==> src/hw/rtl/pld_pkg.sv <==
package pld_pkg;

  localparam int CAPACITY    = 32;
  localparam int VALUE_WIDTH = 16;

  localparam int IDX_W = $clog2(CAPACITY);
  localparam int CNT_W = $clog2(CAPACITY + 1);

  // fixed field widths of the stream payload
  localparam int MODE_W   = 3;
  localparam int POS_W    = 6;
  localparam int FVAL_W   = 16;
  localparam int STATUS_W = 2;
  localparam int FCNT_W   = 6;
  localparam int CMP_W    = (CNT_W > POS_W) ? CNT_W : POS_W;

  localparam logic [MODE_W-1:0] MODE_PUSH_FRONT = 3'd0;
  localparam logic [MODE_W-1:0] MODE_PUSH_TAIL  = 3'd1;
  localparam logic [MODE_W-1:0] MODE_POP_FRONT  = 3'd2;
  localparam logic [MODE_W-1:0] MODE_POP_BACK   = 3'd3;
  localparam logic [MODE_W-1:0] MODE_INSERT     = 3'd4;
  localparam logic [MODE_W-1:0] MODE_GET        = 3'd5;
  localparam logic [MODE_W-1:0] MODE_REMOVE     = 3'd6;

  localparam logic [STATUS_W-1:0] ST_OK   = 2'd0;
  localparam logic [STATUS_W-1:0] ST_BAD  = 2'd1;
  localparam logic [STATUS_W-1:0] ST_FULL = 2'd2;

  // what every cell does at each clock edge
  localparam logic [1:0] OP_HOLD  = 2'd0;
  localparam logic [1:0] OP_OPEN  = 2'd1;
  localparam logic [1:0] OP_CLOSE = 2'd2;

  typedef struct packed {
    logic [1:0]       op;
    logic [IDX_W-1:0] at;
  } cell_ctrl_t;

  typedef struct packed {
    logic [STATUS_W-1:0] status;
    logic [CNT_W-1:0]    count_next;
    logic                rd_en;
    logic [IDX_W-1:0]    rd_idx;
  } resp_t;

endpackage

==> src/hw/rtl/positional_list_deque.sv <==
// positional list deque: a bounded list of up to CAPACITY values kept packed
// at indices 0..count-1 in a row of cells, used as a double-ended queue.
// every request transfer carries a mode (push front/back, pop front/back,
// insert before a position, get at a position, remove at a position), a
// position and a value, and yields exactly one result transfer with a status
// (ok, bad position or empty, full), the value popped, read or removed (zero
// otherwise) and the element count after the request. all cells shift toward
// or away from the target index together in the cycle the request is
// accepted, and the result lands in an output register, so one transfer per
// cycle is sustained while the result side keeps taking. a full list refuses
// pushes and inserts with status full; an insert position past the count is
// reported bad before the full check. stored values need no reset; only the
// count and the result valid flag are cleared by rst.
module positional_list_deque (
  input  logic        clk,
  input  logic        rst,
  input  logic        s_axis_tvalid,
  output logic        s_axis_tready,
  input  logic [31:0] s_axis_tdata,  // mode[2:0], position[8:3], item_value[24:9], zero pad
  output logic        m_axis_tvalid,
  input  logic        m_axis_tready,
  output logic [23:0] m_axis_tdata   // status[1:0], value_out[17:2], element_count[23:18]
);
  import pld_pkg::*;

  // request fields
  logic [MODE_W-1:0]      in_mode;
  logic [POS_W-1:0]       in_pos;
  logic [FVAL_W-1:0]      in_value;
  logic [VALUE_WIDTH-1:0] ins_val;

  logic                   accept;
  logic [CNT_W-1:0]       count;
  cell_ctrl_t             dec_ctrl;
  cell_ctrl_t             cell_ctrl;
  resp_t                  resp;
  logic [VALUE_WIDTH-1:0] vals [CAPACITY];
  logic [VALUE_WIDTH-1:0] rd_val;

  // result register
  logic [STATUS_W-1:0]    out_status;
  logic [FVAL_W-1:0]      out_value;
  logic [FCNT_W-1:0]      out_count;

  assign in_mode  = s_axis_tdata[MODE_W-1:0];
  assign in_pos   = s_axis_tdata[MODE_W+POS_W-1:MODE_W];
  assign in_value = s_axis_tdata[MODE_W+POS_W+FVAL_W-1:MODE_W+POS_W];
  assign ins_val  = VALUE_WIDTH'(in_value);

  // take a new request whenever the result register is free or being drained
  assign s_axis_tready = !m_axis_tvalid || m_axis_tready;
  assign accept        = s_axis_tvalid && s_axis_tready;

  pld_ctrl u_ctrl (
    .mode     (in_mode),
    .position (in_pos),
    .count    (count),
    .ctrl     (dec_ctrl),
    .resp     (resp)
  );

  // cells only move on an accepted transfer
  always_comb begin
    cell_ctrl = dec_ctrl;
    if (!accept) begin
      cell_ctrl.op = OP_HOLD;
    end
  end

  // row of cells, each talking to its left and right neighbor
  for (genvar i = 0; i < CAPACITY; i++) begin : g_cell
    logic [VALUE_WIDTH-1:0] left_val;
    logic [VALUE_WIDTH-1:0] right_val;
    if (i == 0) begin : g_first
      assign left_val = ins_val;
    end else begin : g_mid_l
      assign left_val = vals[i-1];
    end
    // the last cell has no right neighbor; what it takes is past the end
    if (i == CAPACITY - 1) begin : g_last
      assign right_val = vals[i];
    end else begin : g_mid_r
      assign right_val = vals[i+1];
    end
    pld_cell u_cell (
      .clk       (clk),
      .ctrl      (cell_ctrl),
      .idx       (IDX_W'(i)),
      .ins_val   (ins_val),
      .left_val  (left_val),
      .right_val (right_val),
      .val       (vals[i])
    );
  end

  // single read port at the index the decoder picked (old contents)
  assign rd_val = vals[resp.rd_idx];

  always_ff @(posedge clk) begin
    if (rst) begin
      count         <= '0;
      m_axis_tvalid <= 1'b0;
    end else begin
      if (accept) begin
        count         <= resp.count_next;
        m_axis_tvalid <= 1'b1;
      end else if (m_axis_tready) begin
        m_axis_tvalid <= 1'b0;
      end
    end
  end

  always_ff @(posedge clk) begin
    if (accept) begin
      out_status <= resp.status;
      out_value  <= resp.rd_en ? FVAL_W'(rd_val) : '0;
      out_count  <= FCNT_W'(resp.count_next);
    end
  end

  assign m_axis_tdata = {out_count, out_value, out_status};

`ifndef SYNTH
  // the count never runs past the number of cells
  a_count_bound: assert property (@(posedge clk) disable iff (rst)
    count <= CNT_W'(CAPACITY))
    else $error("element count exceeds capacity");

  // every accepted request leaves a result behind
  a_result_follows: assert property (@(posedge clk) disable iff (rst)
    accept |=> m_axis_tvalid)
    else $error("accepted request produced no result");

  // a pending result reports the count the list actually holds
  a_count_matches: assert property (@(posedge clk) disable iff (rst)
    m_axis_tvalid |-> (out_count == FCNT_W'(count)))
    else $error("reported count differs from stored count");

  // a full status only ever comes from a list at capacity
  a_full_status: assert property (@(posedge clk) disable iff (rst)
    (m_axis_tvalid && (out_status == ST_FULL)) |-> (count == CNT_W'(CAPACITY)))
    else $error("full status with room left");
`endif

endmodule

==> src/hw/rtl/pld_cell.sv <==
module pld_cell (
  input  logic                            clk,
  input  pld_pkg::cell_ctrl_t             ctrl,
  input  logic [pld_pkg::IDX_W-1:0]       idx,
  input  logic [pld_pkg::VALUE_WIDTH-1:0] ins_val,
  input  logic [pld_pkg::VALUE_WIDTH-1:0] left_val,
  input  logic [pld_pkg::VALUE_WIDTH-1:0] right_val,
  output logic [pld_pkg::VALUE_WIDTH-1:0] val
);
  import pld_pkg::*;

  logic [VALUE_WIDTH-1:0] val_next;

  always_comb begin
    val_next = val;
    case (ctrl.op)
      OP_OPEN: begin
        if (idx == ctrl.at) begin
          val_next = ins_val;
        end else if (idx > ctrl.at) begin
          val_next = left_val;
        end
      end
      OP_CLOSE: begin
        if (idx >= ctrl.at) begin
          val_next = right_val;
        end
      end
      default: val_next = val;
    endcase
  end

  always_ff @(posedge clk) begin
    val <= val_next;
  end

endmodule

==> src/hw/rtl/pld_ctrl.sv <==
module pld_ctrl (
  input  logic [pld_pkg::MODE_W-1:0] mode,
  input  logic [pld_pkg::POS_W-1:0]  position,
  input  logic [pld_pkg::CNT_W-1:0]  count,
  output pld_pkg::cell_ctrl_t        ctrl,
  output pld_pkg::resp_t             resp
);
  import pld_pkg::*;

  logic             full;
  logic             empty;
  logic [CMP_W-1:0] pos_ext;
  logic [CMP_W-1:0] cnt_ext;
  logic [CNT_W-1:0] cnt_inc;
  logic [CNT_W-1:0] cnt_dec;

  assign full    = (count >= CNT_W'(CAPACITY));
  assign empty   = (count == '0);
  assign pos_ext = CMP_W'(position);
  assign cnt_ext = CMP_W'(count);
  assign cnt_inc = CNT_W'(count + 1'b1);
  assign cnt_dec = CNT_W'(count - 1'b1);

  always_comb begin
    ctrl.op         = OP_HOLD;
    ctrl.at         = '0;
    resp.status     = ST_OK;
    resp.count_next = count;
    resp.rd_en      = 1'b0;
    resp.rd_idx     = '0;
    case (mode)
      MODE_PUSH_FRONT, MODE_PUSH_TAIL: begin
        if (full) begin
          resp.status = ST_FULL;
        end else begin
          ctrl.op         = OP_OPEN;
          ctrl.at         = (mode == MODE_PUSH_FRONT) ? '0 : IDX_W'(count);
          resp.count_next = cnt_inc;
        end
      end
      MODE_POP_FRONT, MODE_POP_BACK: begin
        if (empty) begin
          resp.status = ST_BAD;
        end else begin
          ctrl.op         = OP_CLOSE;
          ctrl.at         = (mode == MODE_POP_FRONT) ? '0 : IDX_W'(cnt_dec);
          resp.rd_en      = 1'b1;
          resp.rd_idx     = ctrl.at;
          resp.count_next = cnt_dec;
        end
      end
      MODE_INSERT: begin
        if (pos_ext > cnt_ext) begin
          resp.status = ST_BAD;
        end else if (full) begin
          resp.status = ST_FULL;
        end else begin
          ctrl.op         = OP_OPEN;
          ctrl.at         = IDX_W'(position);
          resp.count_next = cnt_inc;
        end
      end
      MODE_GET, MODE_REMOVE: begin
        if (pos_ext >= cnt_ext) begin
          resp.status = ST_BAD;
        end else begin
          resp.rd_en  = 1'b1;
          resp.rd_idx = IDX_W'(position);
          if (mode == MODE_REMOVE) begin
            ctrl.op         = OP_CLOSE;
            ctrl.at         = IDX_W'(position);
            resp.count_next = cnt_dec;
          end
        end
      end
      default: resp.status = ST_BAD;
    endcase
  end

endmodule
==> config.mk <==
export PLATFORM = sky130hd
export DESIGN_NAME = positional_list_deque
export DESIGN_NICKNAME = d
export VERILOG_FILES = /design/src/hw/rtl/pld_pkg.sv /design/src/hw/rtl/positional_list_deque.sv /design/src/hw/rtl/pld_cell.sv /design/src/hw/rtl/pld_ctrl.sv
export SDC_FILE = /design/constraint.sdc
export NUM_CORES = 1
export LEC_CHECK = 0
export BUFFER_PORTS_ARGS = -buffer_cell sky130_fd_sc_hd__buf_2
export CAP_MARGIN = 30
export CORE_MARGIN = 2
export CORE_UTILIZATION = 25
export CTS_CLUSTER_SIZE = 12
export DETAILED_ROUTE_END_ITERATION = 8
export PLACE_DENSITY_LB_ADDON = 0.05
export RECOVER_POWER = 100
export REMOVE_ABC_BUFFERS = 1
export SYNTH_ARGS = -nofsm -noshare
export SYNTH_HDL_FRONTEND = slang
export SYNTH_SLANG_ARGS = --single-unit
==> constraint.sdc <==
create_clock -name clk -period 5.17 [get_ports clk]
set_input_delay 0.2585 -clock clk [delete_from_list [all_inputs] [get_ports clk]]
set_output_delay 0.2585 -clock clk [all_outputs]
set_load 0.02 [all_outputs]
; ---- Word level (Yosys, flattened, before mapping)
; Index checks and enable logic that the tools add are counted.
; Widths: inputs -> output; s select.
[totals]
output_inout_bits = 26
wordCells = 405
reg_bits = 543
input_bits = 36
[op_classes]
reduce_logical = 44
n_eq_ne = 101
bitwise_logic = 1
order_cmp = 67
addsub = 2
mux = 153
[op_table]
columns = operator, n
row1 = $mux 16, 97
row2 = $pmux 16 s2, 31
row3 = $ne 3x1->1 const B, 31
row4 = $reduce_and 3->1, 31
row5 = $bmux 16 s5, 1
row6 = $eq 5x5->1 const A, 16
row7 = $gt 5x5->1 const A, 16
row8 = $ge 5x5->1 const A, 15
row9 = $ne 2x1->1 const B, 31
row10 = $eq 4x5->1 const A, 8
row11 = $ge 4x5->1 const A, 8
row12 = $gt 4x5->1 const A, 8
row13 = $mux 6, 5
row14 = $mux 7, 4
row15 = $pmux 7 s4, 1
row16 = $mux 12, 2
row17 = $pmux 6 s4, 1
row18 = $eq 3x5->1 const A, 4
row19 = $ge 3x5->1 const A, 4
row20 = $gt 3x5->1 const A, 4
row21 = $ge 6x6->1 const B, 2
row22 = $pmux 6 s2, 1
row23 = $eq 2x5->1 const A, 2
row24 = $ge 1x5->1 const A, 2
row25 = 27 further kinds, 43

; ---- Logic depth before layout (Yosys ltp)
[depth]
word_depth = 8
depth_mapped = 19
ltp_nobuf = 14

; ---- Hierarchy
; Synthesis repeated with hierarchy kept, for this count alone.
[hier_totals]
cells_unflattened = 4110
area_unflattened_um2 = 39885.8
[modules_own_cells]
columns = mod, n_inst, cells_each, area_each_um2, seq_area_each_um2
row1 = pld_cell (g_cell[0].u_cell ...), 18, 113, 1053.5, 480.5
row2 = pld_cell (g_cell[26].u_cell ...), 14, 113, 1058.5, 480.5
row3 = positional_list_deque, 1, 378, 5276.3, 860.8
row4 = pld_ctrl, 1, 116, 827.0, 0.0

; ---- Least setup slack after synthesis
; Ideal clock, no wire load.
[synth_timing]
path_type = reg-to-reg
startpoint = reg count[2]
endpoint = reg g_cell[3].u_cell.val[0] in the netlist's numbering (enable)
stages_incl_launch_ff = 14
path_buffers = 1
arrival_ns = 5.268
required_time_ns = 4.756
slack_ns = -0.511
period_less_slack_ns = 5.681
cell_sequence = dfxtp_1 clkbuf_1 inv_1 ha_1 a21oi_1 o21a_1 o21ai_1 o21ai_0 o311ai_0 nand2b_1 ha_1 or2_2 a21oi_1 a21boi_0
[synth_via]
elab_chain_cells = 8
[synth_rtl]
columns = item, line_no
row1 = from (decl), positional_list_deque.sv:33  ; logic [CNT_W-1:0] count;
row2 = from (signal assigned), positional_list_deque.sv:105  ; count <= resp.count_next;
row3 = $ge 6x6->1, pld_ctrl.sv:17  ; assign full = (count >= CNT_W'(CAPACITY));
row4 = $mux 6, pld_ctrl.sv:55  ; end else if (full) begin
row5 = $mux 7, pld_ctrl.sv:53  ; if (pos_ext > cnt_ext) begin
row6 = $pmux 7 s4 *, pld_ctrl.sv:31  ; case (mode)
row7 = "parallel branches: the longest is 3 deep, another holds $gt 2x5->1", -
row8 = $reduce_and 3->1 (no source line) *, -
row9 = to (signal assigned), pld_cell.sv:34  ; val <= val_next;
row10 = to (decl), pld_cell.sv:8  ; output logic [pld_pkg::VALUE_WIDTH-1:0] val
; Mark *: on every way between the ends.
; A chain may end at the register's enable or synchronous reset.

; ---- Final worst setup path
[layout_timing]
startpoint = reg count[0]
endpoint = reg out_value[5] (data pin)
[layout_via]
elab_chain_cells = 8
[layout_rtl]
columns = item, line_no
row1 = $sub 6x1->6, pld_ctrl.sv:22  ; assign cnt_dec = CNT_W'(count - 1'b1);
row2 = $mux 5, pld_ctrl.sv:46  ; ctrl.at = (mode == MODE_POP_FRONT) ? '0 : IDX_W'(cnt_dec);
row3 = $mux 12, pld_ctrl.sv:42  ; if (empty) begin
row4 = $pmux 6 s2 *, pld_ctrl.sv:31
row5 = $not 5->6 (implied by the code), positional_list_deque.sv:97  ; assign rd_val = vals[resp.rd_idx];
row6 = $bmux 16 s5, positional_list_deque.sv:97
row7 = $mux 16 (implied by the code) (2 in series), positional_list_deque.sv:97
row8 = to (signal assigned), positional_list_deque.sv:116  ; out_value <= resp.rd_en ? FVAL_W'(rd_val) : '0;
row9 = to (decl), positional_list_deque.sv:42  ; logic [FVAL_W-1:0] out_value;
; Every way passes the cells marked *; elsewhere a longest branch is shown, timed or not. The select of a mux whose other input is x is not followed.

==> results.yml <==
run_status:
  status: "finished with violations"
  violations: "capacitance limit, slew limit"
sta:
  period_share_pct: 96.3
  final_max_slew_viol_count: 27
  finClkSkew_ns: 0.0343
  period_needed_ns: 4.98
  finalSetupTns_ns: 0
  relSlewSlack_pct: -90.8
  rsz0062_at_grt: "no"
  tightest_slew_ns: 2.86
  whs_ns: 0.152
  setup_viol: 0
  finalHoldViolCount: 0
  fmax_ghz: 0.201
worst_setup_path:
  critPathArrivalTime_ns: 5.51
  timing.rr.end: "out_value[5]"
  cp-start-kind: "flop"
  crit_fanout: 27
  end_kind: "flop"
  worstSetupPathType: "flop to flop"
  r2r_start: "count[0]"
  rr_worst_depth: 13
  r2r_setup_slack_ns: 0.19
  crit_required_ns: 5.70
floorplan:
  initial_core_util_pct: 25.3
  die_w_um: 369
  coreArea_um2: 132000
  rows: 133
  io_pins: 62
  die_area_um2: 136000
  die_y_um: 369
drt:
  first_pass_iters: 6
  wire_per_inst_um: 30.8
  vias: 28500
  drc_errors: 0
  ant_nets: 0
  finalWirelength_um: 156000
  first_iter_violations: 3004
  viasPerCell: 5.62
finish:
  final_cell_area_um2: 38400
  regArea_um2: 16200
  drive_above_1_share_pct: 12.5
  multiInputGateArea_um2: 15600
  nets: 3311
  diodes: 0
  fill_cells: 13800
  syn_to_final_growth_pct: 15.4
synth:
  synth_top_flop_cell: "edfxtp_1"
  netlist_instances: 3266
  yosysSeqAreaShare_pct: 48.8
  synth_cell_types: 67
  syn_area_per_cell_um2: 10.2
  ys_warn_count: 0
  synthArstFlopShare_pct: 0
  synth_top_area_share_pct: 48.4
  syn-cell-area_um2: 33300
  netlist_top_cells_area: "edfxtp_1, mux2i_1, nand2_1, a221o_1, nor3b_1"
  synth_edf_count: 536
  yosys.area.top_type: "edfxtp_1"
  synth-seq-cells: 543
placement:
  dpl.hpwl_um: 102000
  placed_area_um2: 36500
  io_buffer_count: 54
  gp_congestion: 0.810
hold_path:
  min_path_cells: 3
  hold_end: "out_status[0]"
  hold_path.class: "input port to flop"
  hold_path_startpoint: "s_axis_tdata[0]"
global_routing:
  grt_first_pass_wirelength_um: 219000
  grt_overflow: 0
  grt_max_degree: 91
  grtUsageTotal_pct: 22.5
  antenna_found_initial: 6
  grt_pass1_vias: 27200
power_and_ir_drop:
  ir_drop_uv: 247
  p_per_area_nw_per_um2: 348
  leakage_nw: 12.2
clock_tree:
  cts_resized: 0
  clkSlewWorstSetupHoldPaths_ns: 0.06
  root_buffer: "clkbuf_16"
  tritoncts: "yes"
  cts_sinks: 543
  htree_levels: 3
  cts_buffers: 75
  post_cts.repair.setup_buffers: 0
  clockBufferDepth: 3
  clock_latency_ns: 0.68
flow_run:
  drv_cap: 2
layer usage:
metal / vias up / GRT usage (%) / part of all wire [%]
met5: - / 0 / 0
met4: 0 / 5.48 / 2.1
met3: 163 / 3.16 / 6.0
met2: 1143 / 35.2 / 45
met1: 14700 / 32.4 / 47
li1: 12500 / - / -
worst max-delay path: stages (launching register included):
cell      delay, ns
dfxtp_1        0.64
inv_1          0.17
ha_1           0.24
or4b_4         0.25
o21ai_4        0.11
or3_2          0.73
nand2_2        0.51
buf_12         0.27
clkbuf_2       0.32
nand2_1        0.10
a32oi_1        0.45
o22ai_1        0.41
a211oi_1       0.38
buf_4          0.19
timing repair:
item / 4_1_cts / 5_1_grt
endpoints found under the hold margin: 7 / 0
hold buffers: 3 / 0
endpoints found under the setup margin: 0 / 0
registers in the layout, indices dropped and copies added, names as in the netlist:
signal	count
count	6
g_cell.u_cell.val	512
m_axis_tvalid	1
out_count	6
out_status	2
out_value	16
logic make-up after synthesis:
group,Yosys count,share of synthesized area (%)
muxes,276,8.36
buffers and inverters,366,4.73
xor gates and xnor gates,6,0.158
DFF,543,48.8
and+or+nand+nor,1150,18.0
adders and majority gates,11,0.414
AOI/OAI and AO/OA,914,19.6
synthesized netlist by cell type (17+ instances only):
| cell type | number |
|---|---|
| nand2_1 | 647 |
| edfxtp_1 | 536 |
| mux2i_1 | 260 |
| clkbuf_1 | 257 |
| nor3b_1 | 200 |
| a221o_1 | 198 |
| o21ai_1 | 180 |
| a21oi_1 | 122 |
| a211oi_1 | 98 |
| o21ai_0 | 81 |
| and3_1 | 65 |
| o211ai_1 | 59 |
| buf_2 | 51 |
| nand3b_1 | 42 |
| nand3_1 | 41 |
| nor2_1 | 34 |
| a32oi_1 | 33 |
| nor2b_1 | 25 |
| nand2b_1 | 24 |
| buf_1 | 23 |
| o22ai_1 | 23 |
| nor3_1 | 17 |
how the worst max path moves through the flow:
stage,from,to,slack [ns]
after floorplan,count[5],g_cell[21].u_cell.val[14],-17.71
after global placement,count[2],out_value[14],0.35
after detailed placement,count[1],out_value[2],0.37
after CTS,count[0],out_value[2],0.35
after global routing,count[1],out_value[2],0.04
final,count[0],out_value[5],0.19
placed cells by master (no fill, tap or decap), types with 16 or more instances in the layout:
cell type / instances
nand2_1: 645
edfxtp_1: 536
mux2i_1: 260
o21ai_0: 220
nor3b_1: 200
a221o_1: 198
a21oi_1: 114
buf_4: 114
a211oi_1: 98
clkbuf_16: 76
and3_1: 65
clkbuf_1: 61
o211ai_1: 59
o21ai_1: 42
nand3b_1: 42
nand3_1: 41
buf_2: 35
a32oi_1: 33
clkbuf_2: 33
nor2_1: 31
nand2b_1: 24
buf_12: 24
clkbuf_4: 23
o22ai_1: 22
clkinv_1: 19
mux2_2: 16
a41oi_1: 16
a22oi_1: 16
o21bai_1: 16
per-stage QoR:
step	setup slack (ns)	power, mW	std cells	utilization, %
3_5_place_dp	0.373	8.58	4938	27.7
6_report	0.192	13.4	5075	29.1
2_1_floorplan	-17.71	7.46	2914	-
5_1_grt	0.0399	13.9	5075	29.1
4_1_cts	0.355	13.6	5074	29.4
3_3_place_gp	0.352	8.57	4935	27.7
area by class of cell:
type | count | share of cell area [%]
repair buffers | 273 | 5.41
well taps | 1755 | 5.72
inverters | 14 | 0.137
multi-input cells | 2357 | 40.7
flip-flops and latches | 543 | 42.3
clock buffers | 101 | 5.20
clock inverters | 32 | 0.541
where the power goes:
part	leakage, nW	switching [mW]	total (mW)	internal (mW)
Sequential	5.05	0.316	5.72	5.41
Combinational	6.08	1.82	2.73	0.903
Clock	1.06	2.17	4.93	2.76
Total	12.2	4.31	13.4	9.06
(Power assumes the default switching activity.)
